$ cat src/rtl/lssk_pkg.sv
// ----------------------------------------------------------------------------
// lssk_pkg: shared definitions for the longest subarray sum block
// Sizes, hash constants and the layout of one hash table slot.
// ----------------------------------------------------------------------------
package lssk_pkg;

	localparam int MAX_ITEMS   = 1024;
	// The slot number is taken from the hash bits, so the table depth is a power of two.
	localparam int TABLE_SLOTS = 2048;

	localparam int DATA_W      = 32;
	localparam int KEY_W       = 48;
	localparam int BEST_W      = 11;
	localparam int OUT_TDATA_W = ((BEST_W + 7) / 8) * 8;
	localparam int COUNT_W     = $clog2(MAX_ITEMS + 1);
	localparam int SLOT_W      = $clog2(TABLE_SLOTS);
	localparam int EPOCH_W     = 8;

	// The slot is bits [HASH_SHIFT +: SLOT_W] of key * HASH_MULT, so only the
	// low HASH_W bits of the product are needed.
	localparam int HASH_SHIFT  = 32;
	localparam int HASH_W      = HASH_SHIFT + SLOT_W;
	localparam int LO_W        = (HASH_W + 1) / 2;
	localparam int HI_W        = HASH_W - LO_W;

	localparam logic [63:0]     HASH_MULT = 64'h9E37_79B9_7F4A_7C15;
	localparam logic [LO_W-1:0] MULT_LO   = HASH_MULT[LO_W-1:0];
	localparam logic [HI_W-1:0] MULT_HI   = HASH_MULT[HASH_W-1:LO_W];

	// Epoch zero marks a slot that is free in every array.
	localparam logic [EPOCH_W-1:0] EPOCH_FREE  = '0;
	localparam logic [EPOCH_W-1:0] EPOCH_FIRST = EPOCH_W'(1);
	localparam logic [EPOCH_W-1:0] EPOCH_LAST  = '1;

	typedef struct packed {
		logic [EPOCH_W-1:0] epoch;
		logic [KEY_W-1:0]   key;
		logic [COUNT_W-1:0] pos;
	} slot_entry_t;

	typedef struct packed {
		logic               rd_en;
		logic [SLOT_W-1:0]  rd_addr;
		logic               wr_en;
		logic [SLOT_W-1:0]  wr_addr;
		slot_entry_t        wr_data;
	} table_req_t;

endpackage

$ cat src/rtl/lssk_hash.sv
// ----------------------------------------------------------------------------
// lssk_hash: multiplicative hash of a prefix sum key
// One narrow multiplier is reused over three steps to form the low bits of
// key * HASH_MULT; the slot number is read from the finished accumulator.
// ----------------------------------------------------------------------------
module lssk_hash import lssk_pkg::*; (
	input  logic                    clk,
	input  logic                    arst_n,
	input  logic                    start,
	input  logic signed [KEY_W-1:0] key,
	output logic                    done,
	output logic [SLOT_W-1:0]       slot
);

	localparam logic [1:0] STEP_LOW   = 2'd0;
	localparam logic [1:0] STEP_CROSS = 2'd1;
	localparam logic [1:0] STEP_HIGH  = 2'd2;

	logic [63:0]       key_ext;
	logic [LO_W-1:0]   key_lo_q;
	logic [HI_W-1:0]   key_hi_q;
	logic [1:0]        step_q;
	logic              busy_q;
	logic              done_q;
	logic [HASH_W-1:0] acc_q;
	logic [LO_W-1:0]   op_a;
	logic [LO_W-1:0]   op_b;
	logic [2*LO_W-1:0] prod;
	logic [HASH_W-1:0] cross_term;

	assign key_ext = 64'(key);

	always_comb begin
		case (step_q)
			STEP_LOW: begin
				op_a = key_lo_q;
				op_b = MULT_LO;
			end
			STEP_CROSS: begin
				op_a = LO_W'(key_hi_q);
				op_b = MULT_LO;
			end
			STEP_HIGH: begin
				op_a = key_lo_q;
				op_b = LO_W'(MULT_HI);
			end
			default: begin
				op_a = '0;
				op_b = '0;
			end
		endcase
	end

	assign prod       = op_a * op_b;
	// The cross products only reach the kept bits through their low HI_W bits.
	assign cross_term = {prod[HI_W-1:0], {LO_W{1'b0}}};

	always_ff @(posedge clk or negedge arst_n) begin
		if (!arst_n) begin
			key_lo_q <= '0;
			key_hi_q <= '0;
			step_q   <= STEP_LOW;
			busy_q   <= 1'b0;
			done_q   <= 1'b0;
			acc_q    <= '0;
		end else if (start) begin
			key_lo_q <= key_ext[LO_W-1:0];
			key_hi_q <= key_ext[HASH_W-1:LO_W];
			step_q   <= STEP_LOW;
			busy_q   <= 1'b1;
			done_q   <= 1'b0;
		end else if (busy_q) begin
			case (step_q)
				STEP_LOW: begin
					acc_q  <= prod[HASH_W-1:0];
					step_q <= STEP_CROSS;
				end
				STEP_CROSS: begin
					acc_q  <= acc_q + cross_term;
					step_q <= STEP_HIGH;
				end
				STEP_HIGH: begin
					acc_q  <= acc_q + cross_term;
					step_q <= STEP_LOW;
					busy_q <= 1'b0;
					done_q <= 1'b1;
				end
				default: begin
					step_q <= STEP_LOW;
					busy_q <= 1'b0;
				end
			endcase
		end
	end

	assign done = done_q;
	assign slot = acc_q[HASH_W-1:HASH_SHIFT];

endmodule

$ cat config.mk
export PLATFORM = sky130hd
export DESIGN_NAME = lssk_hash
export DESIGN_NICKNAME = d
export VERILOG_FILES = /design/src/rtl/lssk_pkg.sv /design/src/rtl/lssk_hash.sv
export SDC_FILE = /design/constraint.sdc
export NUM_CORES = 1
export LEC_CHECK = 0
export BUFFER_PORTS_ARGS = -buffer_cell sky130_fd_sc_hd__clkbuf_2
export CAP_MARGIN = 20
export CORE_MARGIN = 8
export CORE_UTILIZATION = 65
export DETAILED_ROUTE_END_ITERATION = 10
export GPL_TIMING_DRIVEN = 0
export PLACE_DENSITY = 0.82
export SLEW_MARGIN = 20
export SYNTH_ARGS = -nofsm -noshare
export SYNTH_HDL_FRONTEND = slang
export SYNTH_SLANG_ARGS = --single-unit
$ cat constraint.sdc
create_clock -name clk -period 11.2 [get_ports clk]
set_input_delay 2.24 -clock clk [delete_from_list [all_inputs] [get_ports clk]]
set_output_delay 2.24 -clock clk [all_outputs]
set_load 0.01 [all_outputs]
=== Word level (Yosys, flattened, before mapping) ===
Cells that the tools add are included.

* $add $sub $neg: 1
* $mul: 1
* Eq/ne operators: 2
* Muxes and demuxes: 12
* Bitwise logic cells: 1
* Reduce and logical (&&, ||, !) cells: 9

{| class="wikitable"
|+ Operators with widths
! operator !! number
|-
| 43-bit one-hot mux with 2 select lines || 1
|-
| 22-bit one-hot mux with 2 select lines || 1
|-
| 43-bit adder || 1
|-
| 22-bit by 22-bit multiplier with 43-bit output || 1
|-
| 20-bit one-hot mux with 2 select lines || 1
|-
| 1-bit two-way mux || 6
|-
| 2-bit nonzero test || 3
|-
| 2-bit OR reduction || 3
|-
| 2-bit two-way mux || 2
|-
| 2-bit one-hot mux with 2 select lines || 1
|-
| 3-bit AND reduction || 1
|-
| 2-bit by 1-bit equality test with 1-bit output (second input constant) || 1
|-
| 2-bit equality test (second input constant) || 1
|-
| 2-bit zero test || 1
|-
| 2-bit AND reduction || 1
|-
| 1-bit NOT || 1
|}

* Register bits after elaboration: 90
* Input bits: 51
* Output and inout bits: 12
* Word-level logic and storage cells: 32

=== Longest topological paths before layout ===
Gate-level depths: netlist of run 1.

* Depth after elaboration: 6
* Depth in mapped cells: 38
* Depth with buffers taken out: 37

=== Worst setup path before layout of run 1 ===
OpenSTA, ideal clock, no wires.

* Path type: reg-to-reg
* Start: reg step_q[1]
* End: reg acc_q[41]
* Library setup time: 0.077 ns
* Arrival time: 8.250 ns
* Required time: 11.123 ns
* Slack: 2.873 ns
* Stages on the path, launching flop included: 32
* Path buffers: 3
* Clock period less this slack: 8.327 ns
* Cells stage by stage: dfrtp_1 -> inv_1 -> ha_1 -> clkbuf_1 -> buf_1 -> a22oi_1 -> nor2_1 -> and2_1 -> inv_1 -> fa_1 -> fa_1 -> fa_1 -> fa_1 -> inv_1 -> fa_1 -> fa_1 -> inv_1 -> fa_1 -> inv_1 -> ha_1 -> clkbuf_1 -> a21o_1 -> a21oi_1 -> nor3b_1 -> a21oi_1 -> a21oi_1 -> xnor2_1 -> ha_1 -> o41ai_2 -> xnor2_1 -> a21oi_1 -> a21oi_1

* Longest elaborated chain between the ends: 6
* Elaborated cells between the ends (all ways): 13
* Classes of those cells: 1 x add/sub; 1 x mul; 2 x eq/ne; 3 x mux; 6 x reduce/logical

{| class="wikitable"
|+ Ends and longest elaborated chain
! item !! RTL line !! RTL
|-
| start: declaration || lssk_hash.sv:22 || <nowiki>logic [1:0] step_q;</nowiki>
|-
| start signal: assignment || lssk_hash.sv:62 || <nowiki>step_q <= STEP_LOW;</nowiki>
|-
| start signal: assignment || lssk_hash.sv:69 || <nowiki>step_q <= STEP_LOW;</nowiki>
|-
| start signal: assignment || lssk_hash.sv:76 || <nowiki>step_q <= STEP_CROSS;</nowiki>
|-
| 2-bit equality test, or another cell as far along || lssk_hash.sv:34, lssk_hash.sv:73 ||
|-
| 2-bit OR reduction (no line) || - ||
|-
| 22-bit one-hot mux with 2 select lines or 20-bit one-hot mux with 2 select lines (tied branches) || lssk_hash.sv:34 || <nowiki>case (step_q)</nowiki>
|-
| 22-bit by 22-bit multiplier with 43-bit output || lssk_hash.sv:54 || <nowiki>assign prod = op_a * op_b;</nowiki>
|-
| 43-bit adder || lssk_hash.sv:79, lssk_hash.sv:83 ||
|-
| 43-bit one-hot mux with 2 select lines || lssk_hash.sv:73 || <nowiki>case (step_q)</nowiki>
|-
| end signal: assignment || lssk_hash.sv:75 || <nowiki>acc_q <= prod[HASH_W-1:0];</nowiki>
|-
| end signal: assignment || lssk_hash.sv:79 || <nowiki>acc_q <= acc_q + cross_term;</nowiki>
|-
| end signal: assignment || lssk_hash.sv:83 || <nowiki>acc_q <= acc_q + cross_term;</nowiki>
|-
| end: declaration || lssk_hash.sv:25 || <nowiki>logic [HASH_W-1:0] acc_q;</nowiki>
|}

Parallel ways exist; a longest one is shown, timed or not.
A chain may end at the register's enable or synchronous reset.

=== Worst setup path after layout of run 1 ===
* Start: reg step_q[1]
* End: reg acc_q[42]

The elaborated chain is that of the path after synthesis.

==> implementation parameters, run 1 <==
Parameter                              Value

Outcome
  Run status    finished clean

Placed design
  Gpl congestion    0.992
  Placed cells    2,037
  Post-detail-place hpwl    36,400 um
  IO Port Bufs    between 50 and 60

Setup path
  Setup slack on the worst flop-to-flop path    approximately 1200 ps
  Type of the setup path with the least slack    reg2reg
  Cell type with the highest occurrence count on the critical path    sky130_fd_sc_hd__inv_1
  Critical-path maximum fanout    10
  Source of the worst register-to-register timing path    step_q[1]$_DFFE_PN0P_
  Crit path DAT    slightly above 10,000 ps
  Kind of start point of the critical path    flop
  Endpoint of the most critical register-to-register path    acc_q[42]$_DFFE_PN0P_
  Endpoint class of the critical path    flop
  Delay of the slowest critical-path stage    700 ps
  Worst R2R Path Depth    36
  Cell with the largest stage delay on the worst path    sky130_fd_sc_hd__nor2_2
  Critical path data required time    11,460 ps

Layout
  Leading cell type in the layout, fill and taps excluded    sky130_fd_sc_hd__inv_1
  Top library cells by usage in the layout, fill and taps aside    422 x sky130_fd_sc_hd__inv_1, 286 x sky130_fd_sc_hd__fa_1, 238 x sky130_fd_sc_hd__ha_1, 74 x sky130_fd_sc_hd__a21oi_1, 70 x sky130_fd_sc_hd__nand2_1
  Number of inserted diodes    0
  Final std cells w/o fill    between 2,000 and 2,500
  Final net count    ~2,300
  Fraction of final layout cells sized beyond drive strength 1    0.101
  Synthesis-to-finish area growth    6.33%
  Number of fill cells in the layout    around 1,800

Routing
  Via/cell ratio    around 5.8
  Routed vias    ~12,000
  Top routing layer in use    met4
  Met2 wire length    approximately 20,000 um
  Detailed-route wire length per cell    between 20 and 25 um
  Met3 WL post-DR    3290 um
  DRC viols    0
  Routed WL    approximately 42,000 um
  Post-Route M1 WL    between 15,000 and 20,000 um
  First drt pass iteration count    6
  Antenna Violating Nets Remaining    0
  Number of DRC violations after detailed-routing iteration 0    between 1,000 and 1,500

CTS
  Clk_lat worst skew    350 ps
  Number of H-tree levels    3
  Resized Gates After CTS    0
  Cell at the root of the clock tree    sky130_fd_sc_hd__clkbuf_16
  TritonCTS sink count    between 60 and 70
  Post CTS Setup Buffer Count    0
  Clock tree from TritonCTS    built
  Number of clock buffers inserted by TritonCTS    9
  Count of hold buffers inserted by post-cts repair    0
  Buffer depth of the longest clock path    2
  Clk pin slew, worst setup/hold paths    roughly 70 ps

Floorplanning
  Initial standard-cell utilization of the core    0.660
  Rows    57
  Die area    between 0.02 and 0.03 mm2
  Placeable core region    0.0243 mm2
  Top-level I/O count    63
  Vertical die dimension    between 150 and 200 um
  Die W    roughly 170 um

Synth
  Post-synth cell types    between 50 and 60
  Part of the Yosys area used for sequential elements    0.106
  Cell Area, Synth    0.0161 mm2
  Instance count of the mapped netlist    1,654
  Number of synthesized register bits    68
  Number of synthesized flops with an enable pin    0
  Per-instance average area after synthesis    about 9.7 um2
  Most used flip-flop cell after synthesis    sky130_fd_sc_hd__dfrtp_1
  Proportion of register bits with asynchronous set or reset after synthesis    1.00
  Warnings, synthesis    0
  Net count after synthesis    between 2,000 and 2,500

Worst hold path
  Class of the worst hold path    reg2reg
  Start point of the worst min-delay path    acc_q[24]$_DFFE_PN0P_
  Sink of the worst hold path    acc_q[24]$_DFFE_PN0P_
  Depth of the worst hold-timing path    2

GRT
  Antenna violations before repair    0
  Overflow left after global routing    0
  Overall global routing resource usage    0.290
  Largest net degree at the start of global routing    between 40 and 50
  First-pass GRT wire length    just under 70,000 um
  Vias in the first global route    roughly 13,000

Timing
  Fmax    between 90 and 100 MHz
  Max Slew Vio Count    0
  Total Negative Setup Slacks    0 ps
  Hold slack final    ~490 ps
  Transition at the pin with the smallest max-transition slack    roughly 1100 ps
  Setup-violating endpoint count in the final report    0
  Share of the cycle needed by the critical path after routing    0.897
  Max-slew headroom at the worst pin    0.285
  Unrepaired setup endpoints after global routing    false
  Crit path time final    roughly 10,000 ps
  Endpoints failing hold    0
  Final worst clock skew    ~10 ps

Job
  Maximum capacitance violations    0
==> synth_stat cells (3+ instances only) <==
cell | instances | area (um2)
sky130_fd_sc_hd__and2_1 | 21 | 131
sky130_fd_sc_hd__nor2b_1 | 9 | 56.3
sky130_fd_sc_hd__or2_2 | 15 | 93.8
sky130_fd_sc_hd__fa_1 | 286 | 5730
sky130_fd_sc_hd__nor3_1 | 12 | 60.1
sky130_fd_sc_hd__mux2_2 | 46 | 518
sky130_fd_sc_hd__xnor2_1 | 34 | 298
sky130_fd_sc_hd__o211ai_1 | 8 | 60.1
sky130_fd_sc_hd__a211oi_1 | 7 | 52.6
sky130_fd_sc_hd__o31ai_1 | 6 | 45.0
sky130_fd_sc_hd__buf_2 | 6 | 30.0
sky130_fd_sc_hd__o21ai_0 | 31 | 155
sky130_fd_sc_hd__a21oi_1 | 74 | 370
sky130_fd_sc_hd__xor2_1 | 18 | 158
sky130_fd_sc_hd__dfrtp_1 | 68 | 1700
sky130_fd_sc_hd__o21a_1 | 10 | 75.1
sky130_fd_sc_hd__and3_1 | 5 | 31.3
sky130_fd_sc_hd__a22oi_1 | 25 | 188
sky130_fd_sc_hd__nand3_1 | 8 | 40.0
sky130_fd_sc_hd__nor2_1 | 68 | 255
sky130_fd_sc_hd__a21o_1 | 33 | 248
sky130_fd_sc_hd__nand2_1 | 70 | 263
sky130_fd_sc_hd__mux2i_1 | 6 | 60.1
sky130_fd_sc_hd__a221oi_2 | 3 | 45.0
sky130_fd_sc_hd__ha_1 | 238 | 2980
sky130_fd_sc_hd__nor3b_1 | 5 | 37.5
sky130_fd_sc_hd__a31oi_1 | 7 | 43.8
sky130_fd_sc_hd__a31o_2 | 5 | 43.8
sky130_fd_sc_hd__o21bai_1 | 10 | 75.1
sky130_fd_sc_hd__nand2b_1 | 10 | 62.6
sky130_fd_sc_hd__nand4_1 | 12 | 75.1
sky130_fd_sc_hd__clkbuf_1 | 29 | 109
sky130_fd_sc_hd__inv_1 | 422 | 1580
sky130_fd_sc_hd__buf_4 | 11 | 82.6
sky130_fd_sc_hd__o21ai_1 | 3 | 15.0
==> layer usage <==
layer  GRT usage  vias to the layer above
met5           0                        -
met4       0.149                        0
met3      0.0555                      152
met2       0.479                      570
met1       0.360                     5916
li1            -                     5367
==> registers in the layout, summed over array words and instances (netlist names) <==
register	cells
acc_q	21
busy_q	1
done	1
key_hi_q	21
key_lo_q	22
step_q	2
==> worst max-delay path, delay by kind of cell (launching register included) <==
kind            cells  cell delay (ps)
xor+xnor            2              490
simple gates        4             1490
flops               1              440
buf+inv             9             1500
compound gates     11             1970
fa+ha+maj          10             4080
==> area by class of cell <==
cell class	count	area (um2)	share of cell area
Multi-Input combinational cell	1116	12600	0.735
Sequential cell	68	1700	0.0996
Inverter	422	1580	0.0927
Tap cell	324	405	0.0237
Timing Repair Buffer	59	323	0.0189
Clock buffer	11	243	0.0142
Buffer	48	229	0.0134
Clock inverter	5	36.3	0.00212
==> logic make-up (layout without fill, tap and decap cells) <==
family / count (synthesis) / after routing / share of synthesized area
simple gates: 244 / 244 / 0.0734
buf+inv: 470 / 545 / 0.113
fa+ha+maj: 524 / 524 / 0.542
compound gates: 244 / 244 / 0.102
xor+xnor: 52 / 52 / 0.0284
mux: 52 / 52 / 0.0360
flops: 68 / 68 / 0.106
==> how the worst max path moves through the flow <==
| stage | start | endpoint | slack, ps | cells after the start |
|---|---|---|---|---|
| finish | step_q[1]$_DFFE_PN0P_ | acc_q[42]$_DFFE_PN0P_ | 1150 | 36 |
| floorplan | step_q[1]$_DFFE_PN0P_ | acc_q[41]$_DFFE_PN0P_ | 2870 | 31 |
| global route | step_q[1]$_DFFE_PN0P_ | acc_q[40]$_DFFE_PN0P_ | 680 | 37 |
| CTS | step_q[1]$_DFFE_PN0P_ | acc_q[40]$_DFFE_PN0P_ | 1360 | 36 |
| detailed placement | step_q[1]$_DFFE_PN0P_ | acc_q[42]$_DFFE_PN0P_ | 1440 | 36 |
| global placement | step_q[1]$_DFFE_PN0P_ | acc_q[40]$_DFFE_PN0P_ | 1270 | 36 |
==> through the flow <==
step	setup WS [ps]	utilization	instance area [um2]
after global placement	1270	0.689	16800
after floorplan	2870	-	16100
after global routing	684	0.702	17100
final	1150	0.702	17100
after CTS	1360	0.702	17100
after detailed placement	1440	0.691	16800
Power of run 1 is not shown: default switching activity piles up to over one toggle a cycle in this logic, so the estimate is an artifact.
==> inputs of run 2 (changes only) <==
Settings changed: PLACE_DENSITY 0.82 to 0.83.
==> run 2 against run 1 <==
Net effect: routed wire length up 0.99%; global-route usage up 0.59 points; first-iteration DRC count down 21%; critical path depth unchanged; non-clock buffer count unchanged; final cell count unchanged; worst hold slack better by 14 ps; design area up 0.12%; clock skew about the same; largest cell class unchanged.
==> implementation parameters, run 2 (same netlist as run 1, synthesis figures left out) <==
Parameter                              Value

CTS
  Cell at the root of the clock tree    sky130_fd_sc_hd__clkbuf_16
  Resized Gates After CTS    0 (unchanged)
  Number of H-tree levels    3 (unchanged)
  Clk pin slew, worst setup/hold paths    70 ps (about the same)
  TritonCTS sink count    68 (unchanged)
  Post CTS Setup Buffer Count    0 (unchanged)
  Number of clock buffers inserted by TritonCTS    9 (unchanged)
  Clk_lat worst skew    350 ps (about the same)
  Clock tree from TritonCTS    built
  Buffer depth of the longest clock path    2 (unchanged)
  Count of hold buffers inserted by post-cts repair    0 (unchanged)

Layout
  Synthesis-to-finish area growth    6.47%
  Registers with the most flip-flops    key_lo_q (22), acc_q (21), key_hi_q (21)
  Top library cells by usage in the layout, fill and taps aside    422 x sky130_fd_sc_hd__inv_1, 286 x sky130_fd_sc_hd__fa_1, 238 x sky130_fd_sc_hd__ha_1, 74 x sky130_fd_sc_hd__a21oi_1, 70 x sky130_fd_sc_hd__nand2_1
  Fraction of final layout cells sized beyond drive strength 1    0.101 (+0.000578)
  Total area of multi-input combinational cells    0.0126 mm2 (unchanged)
  Area of all sequential standard cells    0.00170 mm2 (unchanged)
  Number of inserted diodes    0 (unchanged)
  Number of fill cells in the layout    1,775 (+0.45%)
  Post-route cell area    0.0171 mm2 (+0.12%)
  Leading cell type in the layout, fill and taps excluded    sky130_fd_sc_hd__inv_1
  Top register by number of flip-flops    key_lo_q
  Largest register FFs    22 (unchanged)
  Final net count    2,299 (unchanged)

Setup path
  Type of the setup path with the least slack    reg2reg
  Endpoint class of the critical path    flop
  Source of the worst register-to-register timing path    step_q[1]$_DFFE_PN0P_
  Critical path data required time    11,470 ps (about the same)
  Delay of the slowest critical-path stage    660 ps (-40 ps)
  Setup slack on the worst flop-to-flop path    1120 ps (-40 ps)
  Buffers and inverters on the worst path    9 (unchanged)
  Kind of start point of the critical path    flop
  Cell with the largest stage delay on the worst path    sky130_fd_sc_hd__nor2_2
  Endpoint of the most critical register-to-register path    acc_q[40]$_DFFE_PN0P_
  Cell type with the highest occurrence count on the critical path    sky130_fd_sc_hd__inv_1
  Worst R2R Path Depth    36 (unchanged)
  Crit path DAT    10,350 ps (+40 ps)
  Largest delay share family, worst path    adder cells
  Critical-path maximum fanout    10 (unchanged)

Job
  Maximum capacitance violations    0 (unchanged)

Placed design
  IO Port Bufs    57 (unchanged)
  Post-detail-place hpwl    36,400 um (about the same)
  Cell area after placement    0.0168 mm2 (unchanged)
  Gpl congestion    0.986 (-0.60%)

Outcome
  Run status    finished clean

Timing
  Unrepaired setup endpoints after global routing    false
  Share of the cycle needed by the critical path after routing    0.900 (+0.00324)
  Total Negative Setup Slacks    0 ps (unchanged)
  Max Slew Vio Count    0 (unchanged)
  Final worst clock skew    10.5 ps (+0.0108 ps)
  Endpoints failing hold    0 (unchanged)
  Transition at the pin with the smallest max-transition slack    1010 ps (-57.7 ps)
  Setup-violating endpoint count in the final report    0 (unchanged)
  Max-slew headroom at the worst pin    0.324 (+0.0386)
  Fmax    99.2 MHz (-0.36%)
  Crit path time final    10,080 ps (+36.3 ps)

Routing
  First drt pass iteration count    6 (unchanged)
  Detailed-route wire length per cell    20.6 um (+0.99%)
  Antenna Violating Nets Remaining    0 (unchanged)
  Routed vias    12,100 (+0.58%)
  DRC viols    0 (unchanged)
  Met2 wire length    20,600 um (+1.5%)
  Post-Route M1 WL    16,000 um (+0.16%)
  Number of DRC violations after detailed-routing iteration 0    963 (-21%)
  Met3 WL post-DR    3350 um (+1.8%)
  Top routing layer in use    met4
  Routed WL    42,300 um (+0.99%)
  Via/cell ratio    5.88 (+0.58%)

Worst hold path
  Start point of the worst min-delay path    acc_q[27]$_DFFE_PN0P_
  Sink of the worst hold path    acc_q[27]$_DFFE_PN0P_
  Depth of the worst hold-timing path    2 (unchanged)
  Class of the worst hold path    reg2reg

Floorplanning
  Die W    173 um (unchanged)
  Vertical die dimension    173 um (unchanged)
  Rows    57 (unchanged)
  Top-level I/O count    63 (unchanged)
  Placeable core region    0.0243 mm2 (unchanged)
  Initial standard-cell utilization of the core    0.660 (unchanged)
  Die area    0.0300 mm2 (unchanged)

GRT
  Vias in the first global route    13,200 (+1.9%)
  Antenna violations before repair    0 (unchanged)
  Overflow left after global routing    0 (unchanged)
  Overall global routing resource usage    0.296 (+0.00587)
  Largest net degree at the start of global routing    48 (unchanged)
  First-pass GRT wire length    69,500 um (+1.9%)
run 2: cell types whose count changed in the layout (fill, tap and decap cells not counted), sizes merged:
cell / change
clkinv: +4
clkbuf: -2
clkinvlp: -3
bufinv: +1
run 2: final cells by class:
cell class              count  share of cell area
repair buffers             59              0.0189
multi-input cells        1116               0.734
well taps                 324              0.0237
clock buffers               9              0.0132
flip-flops and latches     68              0.0995
clock inverters             7             0.00439
inverters                 422              0.0926
plain buffers              48              0.0134
run 2: stage by stage:
step	setup WS [ps]	cells	util	hold slack [ps]
final	1120	2053	0.703	501
after global routing	567	2053	0.703	525
after CTS	1290	2053	0.703	497
after detailed placement	1320	2037	0.691	485
after global placement	1100	2035	0.689	471
after floorplan	2870	1654	-	453
run 2: how the worst max path moves through the flow:
stage                          start               endpoint  slack, ps  cells after the start
2_1_floorplan  step_q[1]$_DFFE_PN0P_  acc_q[41]$_DFFE_PN0P_       2870                     31
3_3_place_gp   step_q[1]$_DFFE_PN0P_  acc_q[40]$_DFFE_PN0P_       1100                     36
3_5_place_dp   step_q[1]$_DFFE_PN0P_  acc_q[42]$_DFFE_PN0P_       1320                     36
4_1_cts        step_q[1]$_DFFE_PN0P_  acc_q[42]$_DFFE_PN0P_       1290                     36
5_1_grt        step_q[1]$_DFFE_PN0P_  acc_q[42]$_DFFE_PN0P_        570                     36
6_report       step_q[1]$_DFFE_PN0P_  acc_q[40]$_DFFE_PN0P_       1120                     36
run 2: worst register-to-register path: cells and delay by family (launching register included):
| kind | cells | cell delay, ps |
|---|---|---|
| DFF | 1 | 440 |
| AOI/OAI and AO/OA | 9 | 1680 |
| adders and majority gates | 10 | 4020 |
| xor gates and xnor gates | 2 | 460 |
| buffers and inverters | 9 | 1520 |
| and+or+nand+nor | 6 | 1890 |
run 2: layer usage:
layer,vias up,global-route usage
met3,139,0.0595
met2,544,0.493
met1,6026,0.361
li1,5366,-
met4,0,0.157
met5,-,0
Power of run 2 is left out for the same reason.
